## src/sv/jew_pkg.sv

```systemverilog
// jew_pkg: beat types, command and kind codes, and character constants
// for the JSON event writer. No dependencies.
package jew_pkg;

   typedef enum logic [1:0] {
      CMD_START      = 2'd0,
      CMD_END        = 2'd1,
      CMD_DOUBLE_END = 2'd2,
      CMD_BYTE       = 2'd3
   } cmd_type;

   localparam logic [2:0] KIND_OBJECT  = 3'd0;
   localparam logic [2:0] KIND_ARRAY   = 3'd1;
   localparam logic [2:0] KIND_STRING  = 3'd2;
   localparam logic [2:0] KIND_NUMBER  = 3'd3;
   localparam logic [2:0] KIND_LITERAL = 3'd4;

   localparam logic [1:0] CTX_NONE   = 2'd0;
   localparam logic [1:0] CTX_VALUE  = 2'd1;
   localparam logic [1:0] CTX_NAME   = 2'd2;
   localparam logic [1:0] CTX_ELEM   = 2'd3;

   localparam logic [2:0] PFX_NONE         = 3'd0;
   localparam logic [2:0] PFX_COLON        = 3'd1;
   localparam logic [2:0] PFX_OBJ_START    = 3'd2;
   localparam logic [2:0] PFX_MEMBER_COMMA = 3'd3;
   localparam logic [2:0] PFX_ARR_START    = 3'd4;
   localparam logic [2:0] PFX_ARR_COMMA    = 3'd5;
   localparam logic [2:0] PFX_OBJ_END      = 3'd6;
   localparam logic [2:0] PFX_ARR_END      = 3'd7;

   localparam logic [2:0] MAX_BYTES = 3'd6;

   localparam logic [7:0] CH_QUOTE     = 8'h22;
   localparam logic [7:0] CH_BACKSLASH = 8'h5C;
   localparam logic [7:0] CH_LBRACE    = 8'h7B;
   localparam logic [7:0] CH_RBRACE    = 8'h7D;
   localparam logic [7:0] CH_LBRACKET  = 8'h5B;
   localparam logic [7:0] CH_RBRACKET  = 8'h5D;
   localparam logic [7:0] CH_ZERO      = 8'h30;
   localparam logic [7:0] CH_LOWER_A   = 8'h61;
   localparam logic [7:0] CH_U         = 8'h75;
   localparam logic [7:0] CH_B         = 8'h62;
   localparam logic [7:0] CH_F         = 8'h66;
   localparam logic [7:0] CH_N         = 8'h6E;
   localparam logic [7:0] CH_R         = 8'h72;
   localparam logic [7:0] CH_T         = 8'h74;
   localparam logic [7:0] CH_SPACE     = 8'h20;

   localparam logic [7:0] CTL_BS = 8'h08;
   localparam logic [7:0] CTL_TAB = 8'h09;
   localparam logic [7:0] CTL_LF = 8'h0A;
   localparam logic [7:0] CTL_FF = 8'h0C;
   localparam logic [7:0] CTL_CR = 8'h0D;

   typedef struct packed {
      cmd_type    cmd;
      logic [2:0] value_kind;
      logic [1:0] context_req;
      logic       first_in_group;
      logic       has_byte;
      logic [7:0] data_byte;
   } req_item_type;

   typedef struct packed {
      logic [2:0]  prefix_code;
      logic [7:0]  out_depth;
      logic [2:0]  byte_count;
      logic [47:0] text_bytes;
   } rsp_item_type;

   function automatic logic [7:0] hex_digit(input logic [3:0] n);
      if (n < 4'd10) begin
         return CH_ZERO + {4'h0, n};
      end
      return CH_LOWER_A + {4'h0, n} - 8'd10;
   endfunction

endpackage

```

## src/sv/jew_encode.sv

```systemverilog
// jew_encode: combinational event encoder; one result beat plus next
// depth and kind from one event and the current state. Uses jew_pkg.
module jew_encode #(
   parameter int DEPTH_WIDTH = 8
) (
   input  jew_pkg::req_item_type   item,
   input  logic [DEPTH_WIDTH-1:0]  depth,
   input  logic [2:0]              kind,
   output jew_pkg::rsp_item_type   rsp,
   output logic [DEPTH_WIDTH-1:0]  depth_next,
   output logic [2:0]              kind_next
);
   import jew_pkg::*;

   localparam logic [DEPTH_WIDTH-1:0] DEPTH_ONE = DEPTH_WIDTH'(1);

   logic                   is_container;
   logic                   cur_container;
   logic [DEPTH_WIDTH-1:0] depth_after_inner;
   logic [DEPTH_WIDTH-1:0] end_depth;
   logic [7:0]             head_byte;
   logic [2:0]             start_prefix;
   logic [7:0]             b;

   assign is_container  = (item.value_kind == KIND_OBJECT) || (item.value_kind == KIND_ARRAY);
   assign cur_container = (kind == KIND_OBJECT) || (kind == KIND_ARRAY);
   assign head_byte     = item.has_byte ? item.data_byte : 8'h00;
   assign b             = item.data_byte;

   // double end: inner end closes the current kind first
   assign depth_after_inner = (cur_container && depth != '0) ? depth - DEPTH_ONE : depth;
   // depth the outer end works from
   assign end_depth = (item.cmd == CMD_DOUBLE_END) ? depth_after_inner : depth;

   always_comb begin
      case (item.context_req)
         CTX_VALUE: start_prefix = PFX_COLON;
         CTX_NAME:  start_prefix = item.first_in_group ? PFX_OBJ_START : PFX_MEMBER_COMMA;
         CTX_ELEM:  start_prefix = item.first_in_group ? PFX_ARR_START : PFX_ARR_COMMA;
         default:   start_prefix = PFX_NONE;
      endcase
   end

   always_comb begin
      rsp        = '0;
      depth_next = depth;
      kind_next  = kind;
      unique case (item.cmd)
         CMD_START: begin
            kind_next       = item.value_kind;
            rsp.prefix_code = start_prefix;
            rsp.out_depth   = 8'(depth);
            rsp.byte_count  = 3'd1;
            if (is_container) begin
               if (depth != '1) begin
                  depth_next = depth + DEPTH_ONE;
               end
               rsp.text_bytes[7:0] = (item.value_kind == KIND_OBJECT) ? CH_LBRACE : CH_LBRACKET;
            end else if (item.value_kind == KIND_STRING) begin
               rsp.text_bytes[7:0] = CH_QUOTE;
            end else begin
               rsp.text_bytes[7:0] = head_byte;
            end
         end
         CMD_END, CMD_DOUBLE_END: begin
            if (is_container) begin
               depth_next = (end_depth != '0) ? end_depth - DEPTH_ONE : end_depth;
               rsp.prefix_code = (item.value_kind == KIND_OBJECT) ? PFX_OBJ_END : PFX_ARR_END;
               rsp.out_depth   = 8'(depth_next);
               rsp.byte_count  = 3'd1;
               rsp.text_bytes[7:0] = (item.value_kind == KIND_OBJECT) ? CH_RBRACE : CH_RBRACKET;
            end else begin
               depth_next = end_depth;
               if (item.value_kind == KIND_STRING) begin
                  rsp.byte_count      = 3'd1;
                  rsp.text_bytes[7:0] = CH_QUOTE;
               end else if (item.cmd == CMD_END && head_byte != 8'h00) begin
                  rsp.byte_count      = 3'd1;
                  rsp.text_bytes[7:0] = head_byte;
               end
            end
         end
         CMD_BYTE: begin
            rsp.byte_count      = 3'd1;
            rsp.text_bytes[7:0] = b;
            if (kind == KIND_STRING) begin
               case (b)
                  CH_QUOTE, CH_BACKSLASH: begin
                     rsp.byte_count       = 3'd2;
                     rsp.text_bytes[15:0] = {b, CH_BACKSLASH};
                  end
                  CTL_BS: begin
                     rsp.byte_count       = 3'd2;
                     rsp.text_bytes[15:0] = {CH_B, CH_BACKSLASH};
                  end
                  CTL_FF: begin
                     rsp.byte_count       = 3'd2;
                     rsp.text_bytes[15:0] = {CH_F, CH_BACKSLASH};
                  end
                  CTL_LF: begin
                     rsp.byte_count       = 3'd2;
                     rsp.text_bytes[15:0] = {CH_N, CH_BACKSLASH};
                  end
                  CTL_CR: begin
                     rsp.byte_count       = 3'd2;
                     rsp.text_bytes[15:0] = {CH_R, CH_BACKSLASH};
                  end
                  CTL_TAB: begin
                     rsp.byte_count       = 3'd2;
                     rsp.text_bytes[15:0] = {CH_T, CH_BACKSLASH};
                  end
                  default: begin
                     if (b < CH_SPACE) begin
                        // \u00XX form carries the current depth
                        rsp.out_depth  = 8'(depth);
                        rsp.byte_count = MAX_BYTES;
                        rsp.text_bytes = {hex_digit(b[3:0]), hex_digit(b[7:4]),
                                          CH_ZERO, CH_ZERO, CH_U, CH_BACKSLASH};
                     end
                  end
               endcase
            end
         end
         default: begin
            rsp = '0;
         end
      endcase
   end

endmodule

```

## src/sv/json_event_writer.sv

```systemverilog
// json_event_writer: top level of the JSON event writer; input register,
// encoder, result register. Uses jew_pkg and jew_encode.
//
//   channel | ports                         | beat
//   --------+-------------------------------+------------------------------
//   request | req_valid, req_stall, req_item | one writer event
//   result  | rsp_valid, rsp_stall, rsp_item | prefix, depth, up to 6 bytes
//
// One event per clock sustained while rsp_stall is low; every event gives
// exactly one result beat. Path: request register, encoder, result register.
// The depth/kind state updates as an event leaves the request register, so
// back-to-back events see each other's effects with no bubble.
// Reset (synchronous, active high) clears both valid flags, depth and kind.
// req_stall rises only when both registers are full and rsp_stall is high.
module json_event_writer #(
   parameter int DEPTH_WIDTH = 8
) (
   input  logic                  clock,
   input  logic                  reset,
   input  logic                  req_valid,
   output logic                  req_stall,
   input  jew_pkg::req_item_type req_item,
   output logic                  rsp_valid,
   input  logic                  rsp_stall,
   output jew_pkg::rsp_item_type rsp_item
);
   import jew_pkg::*;

   // request register
   logic         in_valid_ff, in_valid_in;
   req_item_type in_item_ff, in_item_in;
   // result register
   logic         out_valid_ff, out_valid_in;
   rsp_item_type out_item_ff, out_item_in;
   // writer state
   logic [DEPTH_WIDTH-1:0] depth_ff, depth_in;
   logic [2:0]             kind_ff, kind_in;

   rsp_item_type           enc_rsp;
   logic [DEPTH_WIDTH-1:0] enc_depth;
   logic [2:0]             enc_kind;
   logic                   advance;
   logic                   fire;

   jew_encode #(
      .DEPTH_WIDTH(DEPTH_WIDTH)
   ) u_encode (
      .item       (in_item_ff),
      .depth      (depth_ff),
      .kind       (kind_ff),
      .rsp        (enc_rsp),
      .depth_next (enc_depth),
      .kind_next  (enc_kind)
   );

   // result register frees up when empty or when its beat is taken
   assign advance   = !out_valid_ff || !rsp_stall;
   assign fire      = in_valid_ff && advance;
   assign req_stall = in_valid_ff && !advance;

   always_comb begin
      in_valid_in  = in_valid_ff;
      in_item_in   = in_item_ff;
      out_valid_in = out_valid_ff;
      out_item_in  = out_item_ff;
      depth_in     = depth_ff;
      kind_in      = kind_ff;
      if (advance) begin
         out_valid_in = in_valid_ff;
         if (in_valid_ff) begin
            out_item_in = enc_rsp;
         end
      end
      if (fire) begin
         depth_in = enc_depth;
         kind_in  = enc_kind;
      end
      if (!req_stall) begin
         in_valid_in = req_valid;
         in_item_in  = req_item;
      end
   end

   always_ff @(posedge clock) begin
      if (reset) begin
         in_valid_ff  <= 1'b0;
         out_valid_ff <= 1'b0;
         depth_ff     <= '0;
         kind_ff      <= KIND_OBJECT;
      end else begin
         in_valid_ff  <= in_valid_in;
         out_valid_ff <= out_valid_in;
         depth_ff     <= depth_in;
         kind_ff      <= kind_in;
      end
   end

   // payload registers, no reset
   always_ff @(posedge clock) begin
      in_item_ff  <= in_item_in;
      out_item_ff <= out_item_in;
   end

   assign rsp_valid = out_valid_ff;
   assign rsp_item  = out_item_ff;

endmodule

```

## config.mk

```make
export PLATFORM = sky130hd
export DESIGN_NAME = json_event_writer
export DESIGN_NICKNAME = d
export VERILOG_FILES = /design/src/sv/jew_pkg.sv /design/src/sv/jew_encode.sv /design/src/sv/json_event_writer.sv
export SDC_FILE = /design/constraint.sdc
export NUM_CORES = 1
export LEC_CHECK = 0
export ABC_CLOCK_PERIOD_IN_PS = 7000
export BUFFER_PORTS_ARGS = -buffer_cell sky130_fd_sc_hd__buf_2
export CAP_MARGIN = 20
export CORE_ASPECT_RATIO = 1.4
export CORE_UTILIZATION = 55
export CTS_CLUSTER_DIAMETER = 200
export DETAILED_ROUTE_END_ITERATION = 7
export PLACE_DENSITY = 0.8
export SLEW_MARGIN = 10
export SYNTH_ARGS = -nofsm -noshare
export SYNTH_HDL_FRONTEND = slang
export SYNTH_SLANG_ARGS = --single-unit
```

## constraint.sdc

```tcl
create_clock -name clock -period 7 [get_ports clock]
set_input_delay 0.35 -clock clock [delete_from_list [all_inputs] [get_ports clock]]
set_output_delay 0.35 -clock clock [all_outputs]
set_load 0.01 [all_outputs]
```

# Word level (Yosys, flattened, before mapping)
# Cells that the tools add are included.
# Widths: inputs -> output; s select.
# word_totals
ff_bits	92
input_bits	21
elab_cells	124
# op_classes
addsub	9
magnitude_cmp	3
n_eq_ne	20
mux	46
n_bitwise	3
n_reduce_logical	26
# ops
operator	count
$mux 8	17
$mux 59	2
$pmux 16 s6	1
$eq 8x4->1 const B	5
$pmux 11 s3	1
$mux 32	1
$pmux 8 s3	1
$reduce_bool 8->1	3
$add 7x4->8 const A	2
$pmux 8 s2	1
$sub 8x1->8 const B	2
$sub 8x4->8 const B	2
$mux 1	15
$add 6x4->7 const A	2
$mux 6	2
$mux 11	1
$reduce_or 10->1	1
$pmux 3 s3	1
$reduce_or 9->1	1
$add 8x1->8 const B	1
$eq 2x2->1 const B	4
$eq 8x6->1 const B	1
$eq 8x7->1 const B	1
$lt 4x4->1 const B	2
other kinds (19)	37

# Logic depth before layout (Yosys ltp)
# logic_depth
ltp_word	11
mapped_depth	13
ltp_nobuf	12

# By module
# Synthesis repeated with hierarchy kept, for this count alone.
# hier_totals
cells_unflattened	457
area_unflattened_um2	4973.5
# by_module_without_submodules
module	instances	cells_each	area_each_um2	seq_area_each_um2
json_event_writer	1	135	2952.8	2632.5
jew_encode	1	322	2020.7	0.0

# Worst setup path after synthesis
# Ideal clock, no wire load.
# synth_path
path_kind	input to register
startpoint	in rsp_stall
endpoint	reg depth_ff[0]
t_arrival_ps	5241
setup_slack_ps	1636
path_stages	7
path_cell_list	a21boi_0 > and3b_1 > o31a_1 > clkbuf_1 > o31ai_1 > a31oi_1 > mux2_1
# synth_via
elab_chain_cells	4
# synth_rtl
element	line	source
from (decl)	json_event_writer.sv:24	input logic rsp_stall,
$logic_not 1->1	json_event_writer.sv:57	assign advance = !out_valid_ff || !rsp_stall;
$logic_or 1x1->1	json_event_writer.sv:57	
$logic_and 1x1->1	json_event_writer.sv:58	assign fire = in_valid_ff && advance;
$reduce_and 4->1 (no source line)	-	
to (signal assigned)	json_event_writer.sv:93	depth_ff <= depth_in;
to (decl)	json_event_writer.sv:36	logic [DEPTH_WIDTH-1:0] depth_ff, depth_in;
# Every way passes these cells.
# A chain may end at the register's enable or synchronous reset.

==> flow_summary.ini <==
[timing]
setup_slack_ns = 3.62
fmax_mhz = 296
fin_worst_skew_ns = 0.00672
tightest_slew_ns = 0.860
fin_setup_tns_ns = 0
rsz0062_at_grt = false
finalCriticalPeriod_ns = 3.38
final-setup-viol-count = 0
finalMaxSlewViolations = 0
hold_violations = 0
maxSlewHeadroom = 0.425
fin_crit_sh = 0.483

[pwr]
ir_drop_mv = 0.142
seq_power_share = 0.488
switchingPower_mw = 0.294
p_clk_frac = 0.327
p_leak_nw = 1.97
pwr-share-comb = 0.185
p_int_mw = 0.791
p_sw_frac = 0.271
powerDensity_nw_per_um2 = 230

[logic_synthesis]
syn_area_um2 = 4150
synthDistinctLibCells = 65
synth_area_per_cell_um2 = 10.4
ys_seq_elements = 75
synth_seq_area_share = 0.512
async_reset_ff_frac = 0
ys_warn_count = 0
synth_flop_cell = edfxtp_1
synth-edff-count = 62
synthCells = 398

[clock_tree]
insertion_delay_ns = 0.35
postCtsSetupRepairBufs = 0
htree_levels = 3
clkTransAtPathRegs_ns = 0.08
clock-sinks = 75
holdBufCountCts = 0
cts_tree = built
cts_max_path_buffers = 2
clock-root-buffer = clkbuf_8
cts_resized = 0
numCtsBuffers = 9

[routing]
drt_iter0_drc = 165
ant_nets = 0
vias = 3264
routed_wirelength_um = 8970
wl_per_cell_um = 15.9
first_pass_iters = 4
vias_per_cell = 5.79
drc = 0

[grt]
grt_pass1_vias = 3020
grt_pass1_wl_um = 14400
antenna_found_initial = 0
grt_max_degree = 48
grt_overflow_total = 0
grt_usage = 0.246

[die]
dieArea_um2 = 7890
die_w_um = 75.4
row_count = 37
ios = 85
fp.coreArea_um2 = 7310
die_h_um = 105
initial_core_util = 0.567

[final_layout]
post-route-util = 0.645
antenna_cells = 0
syn2layout_area_growth_pct = 13.8
drive_gt1_frac = 0.221
final_nets = 497

[run_status]
outcome = finished clean

[worst_setup_path]
crit_fanout = 13
startpoint_type = register
worst_setup_path_end_kind = register
critPathArrivalTime_ns = 3.48
reg2reg_from = in_item_ff[4]$_DFFE_PN_
reg2reg_slack_ns = 3.62
ff2ff_path_depth = 9
required_ns = 7.10
timing.rr.end = rsp_item[51]$_DFFE_PP_
crit_start = in_item_ff[4]$_DFFE_PN_
critical_path_class = reg2reg

[place]
dpl.hpwl_um = 6520
place.gp.congestion = 0.905
port_buffers = 70
post-place-ws_ns = 3.69

[min_path]
hp-class = in2reg
min_to = in_item_ff[4]$_DFFE_PN_
hold_depth = 1
hp-start = req_item[4]

[flow_run]
drv_cap = 0
-- stage by stage --
| stage | std cells | hold WS, ns | power, mW | cell area, um^2 |
|---|---|---|---|---|
| 4_1_cts | 564 | 0.155 | 1.09 | 4720 |
| 3_3_place_gp | 548 | 0.474 | 0.737 | 4490 |
| 6_report | 564 | 0.172 | 1.09 | 4720 |
| 3_5_place_dp | 548 | 0.492 | 0.737 | 4490 |
| 2_1_floorplan | 416 | 0.442 | 0.691 | 4210 |
| 5_1_grt | 564 | 0.154 | 1.13 | 4720 |
-- layout by cell type (no fill, tap or decap), types with 4 or more instances in the layout --
cell,instances
o21ai_0,21
buf_2,70
inv_1,18
edfxtp_1,62
xnor2_1,4
nand3_1,10
and2_1,4
nand2b_1,6
or3_1,6
nor2_1,37
o21a_1,7
ha_1,14
dfxtp_1,13
mux2i_1,8
nor3b_1,4
nand2_1,29
o31ai_1,4
a21o_1,4
clkbuf_8,13
conb_1,19
or2_2,4
nor3_1,10
a21oi_1,30
a31oi_1,7
-- layout make-up --
| class | instances | area [um^2] |
|---|---|---|
| multi-input combinational | 287 | 1820 |
| fill | 633 | 2600 |
| tap | 97 | 121 |
| clock inverter | 3 | 43.8 |
| sequential | 75 | 2120 |
| timing repair buffer | 71 | 358 |
| clock buffer | 13 | 179 |
| inverter | 18 | 67.6 |
-- logic make-up after synthesis --
group / after synthesis / synth area share
and+or+nand+nor: 134 / 0.175
AOI/OAI and AO/OA: 105 / 0.167
DFF: 75 / 0.512
buffers and inverters: 54 / 0.0670
adders and majority gates: 14 / 0.0423
muxes: 10 / 0.0248
xor gates and xnor gates: 5 / 0.0106
other: 1 / 0.000905
-- sequential cells by signal, indices dropped and copies added, names as in the netlist --
| register | cells |
|---|---|
| in_item_ff | 17 |
| depth_ff | 8 |
| in_valid_ff | 1 |
| kind_ff | 3 |
| rsp_item | 45 |
| rsp_valid | 1 |
-- Yosys cell counts (all sizes together), types with 3 or more instances --
cell type   n  share of area
nand2b      6         0.0091
mux2i       8          0.019
clkbuf     17          0.015
or2         5         0.0075
edfxtp     62           0.45
and3        3         0.0045
nand3      10          0.012
a21boi      4         0.0072
and2        4         0.0060
nor2b       3         0.0045
a31oi       7          0.011
ha         14          0.042
nor3       10          0.012
o21a        7          0.013
nand4       4         0.0075
inv        18          0.016
xnor2       4         0.0085
nor3b       4         0.0072
nor4b       3          0.011
nor2       37          0.034
a21oi      31          0.038
o21ai      21          0.025
or3         6         0.0091
o31ai       4         0.0072
a21o        4         0.0072
nand2      29          0.026
dfxtp      13          0.063
buf        19          0.035
a32o        3         0.0072
-- power by group through the flow --
stage	combinational, mW	clock (mW)	sequential (mW)
after CTS	0.200	0.363	0.529
after detailed placement	0.198	0	0.539
after global routing	0.224	0.378	0.532
final	0.201	0.355	0.529
after floorplan	0.154	0	0.537
after global placement	0.198	0	0.538
-- worst max-delay path, stage by stage, from the launching register on --
cell and delay (ns):
edfxtp_1 0.51, inv_1 0.16, ha_1 0.15, nor4bb_1 0.70, o31ai_1 0.30, nand3_1 0.28, or3b_2 0.33, nand2b_1 0.25
o21bai_1 0.22, a22o_1 0.22
-- worst max-delay path by stage --
stage / slack, ns / to
final: 3.62 / rsp_item[51]$_DFFE_PP_
after detailed placement: 3.69 / rsp_item[51]$_DFFE_PP_
after global routing: 3.32 / depth_ff[0]$_SDFFE_PP0P_
after CTS: 3.67 / rsp_item[51]$_DFFE_PP_
after floorplan: 1.64 / depth_ff[0]$_SDFFE_PP0P_
after global placement: 3.75 / rsp_item[51]$_DFFE_PP_
-- per-layer routing --
layer  GRT usage  routed length [um]  vias up
met3      0.0559                 504       38
met5           0                   0        -
met4       0.142                 394        0
met2       0.399                4560      151
li1            -                   -     1561
met1       0.291                3510     1514
(Power assumes the default switching activity.)
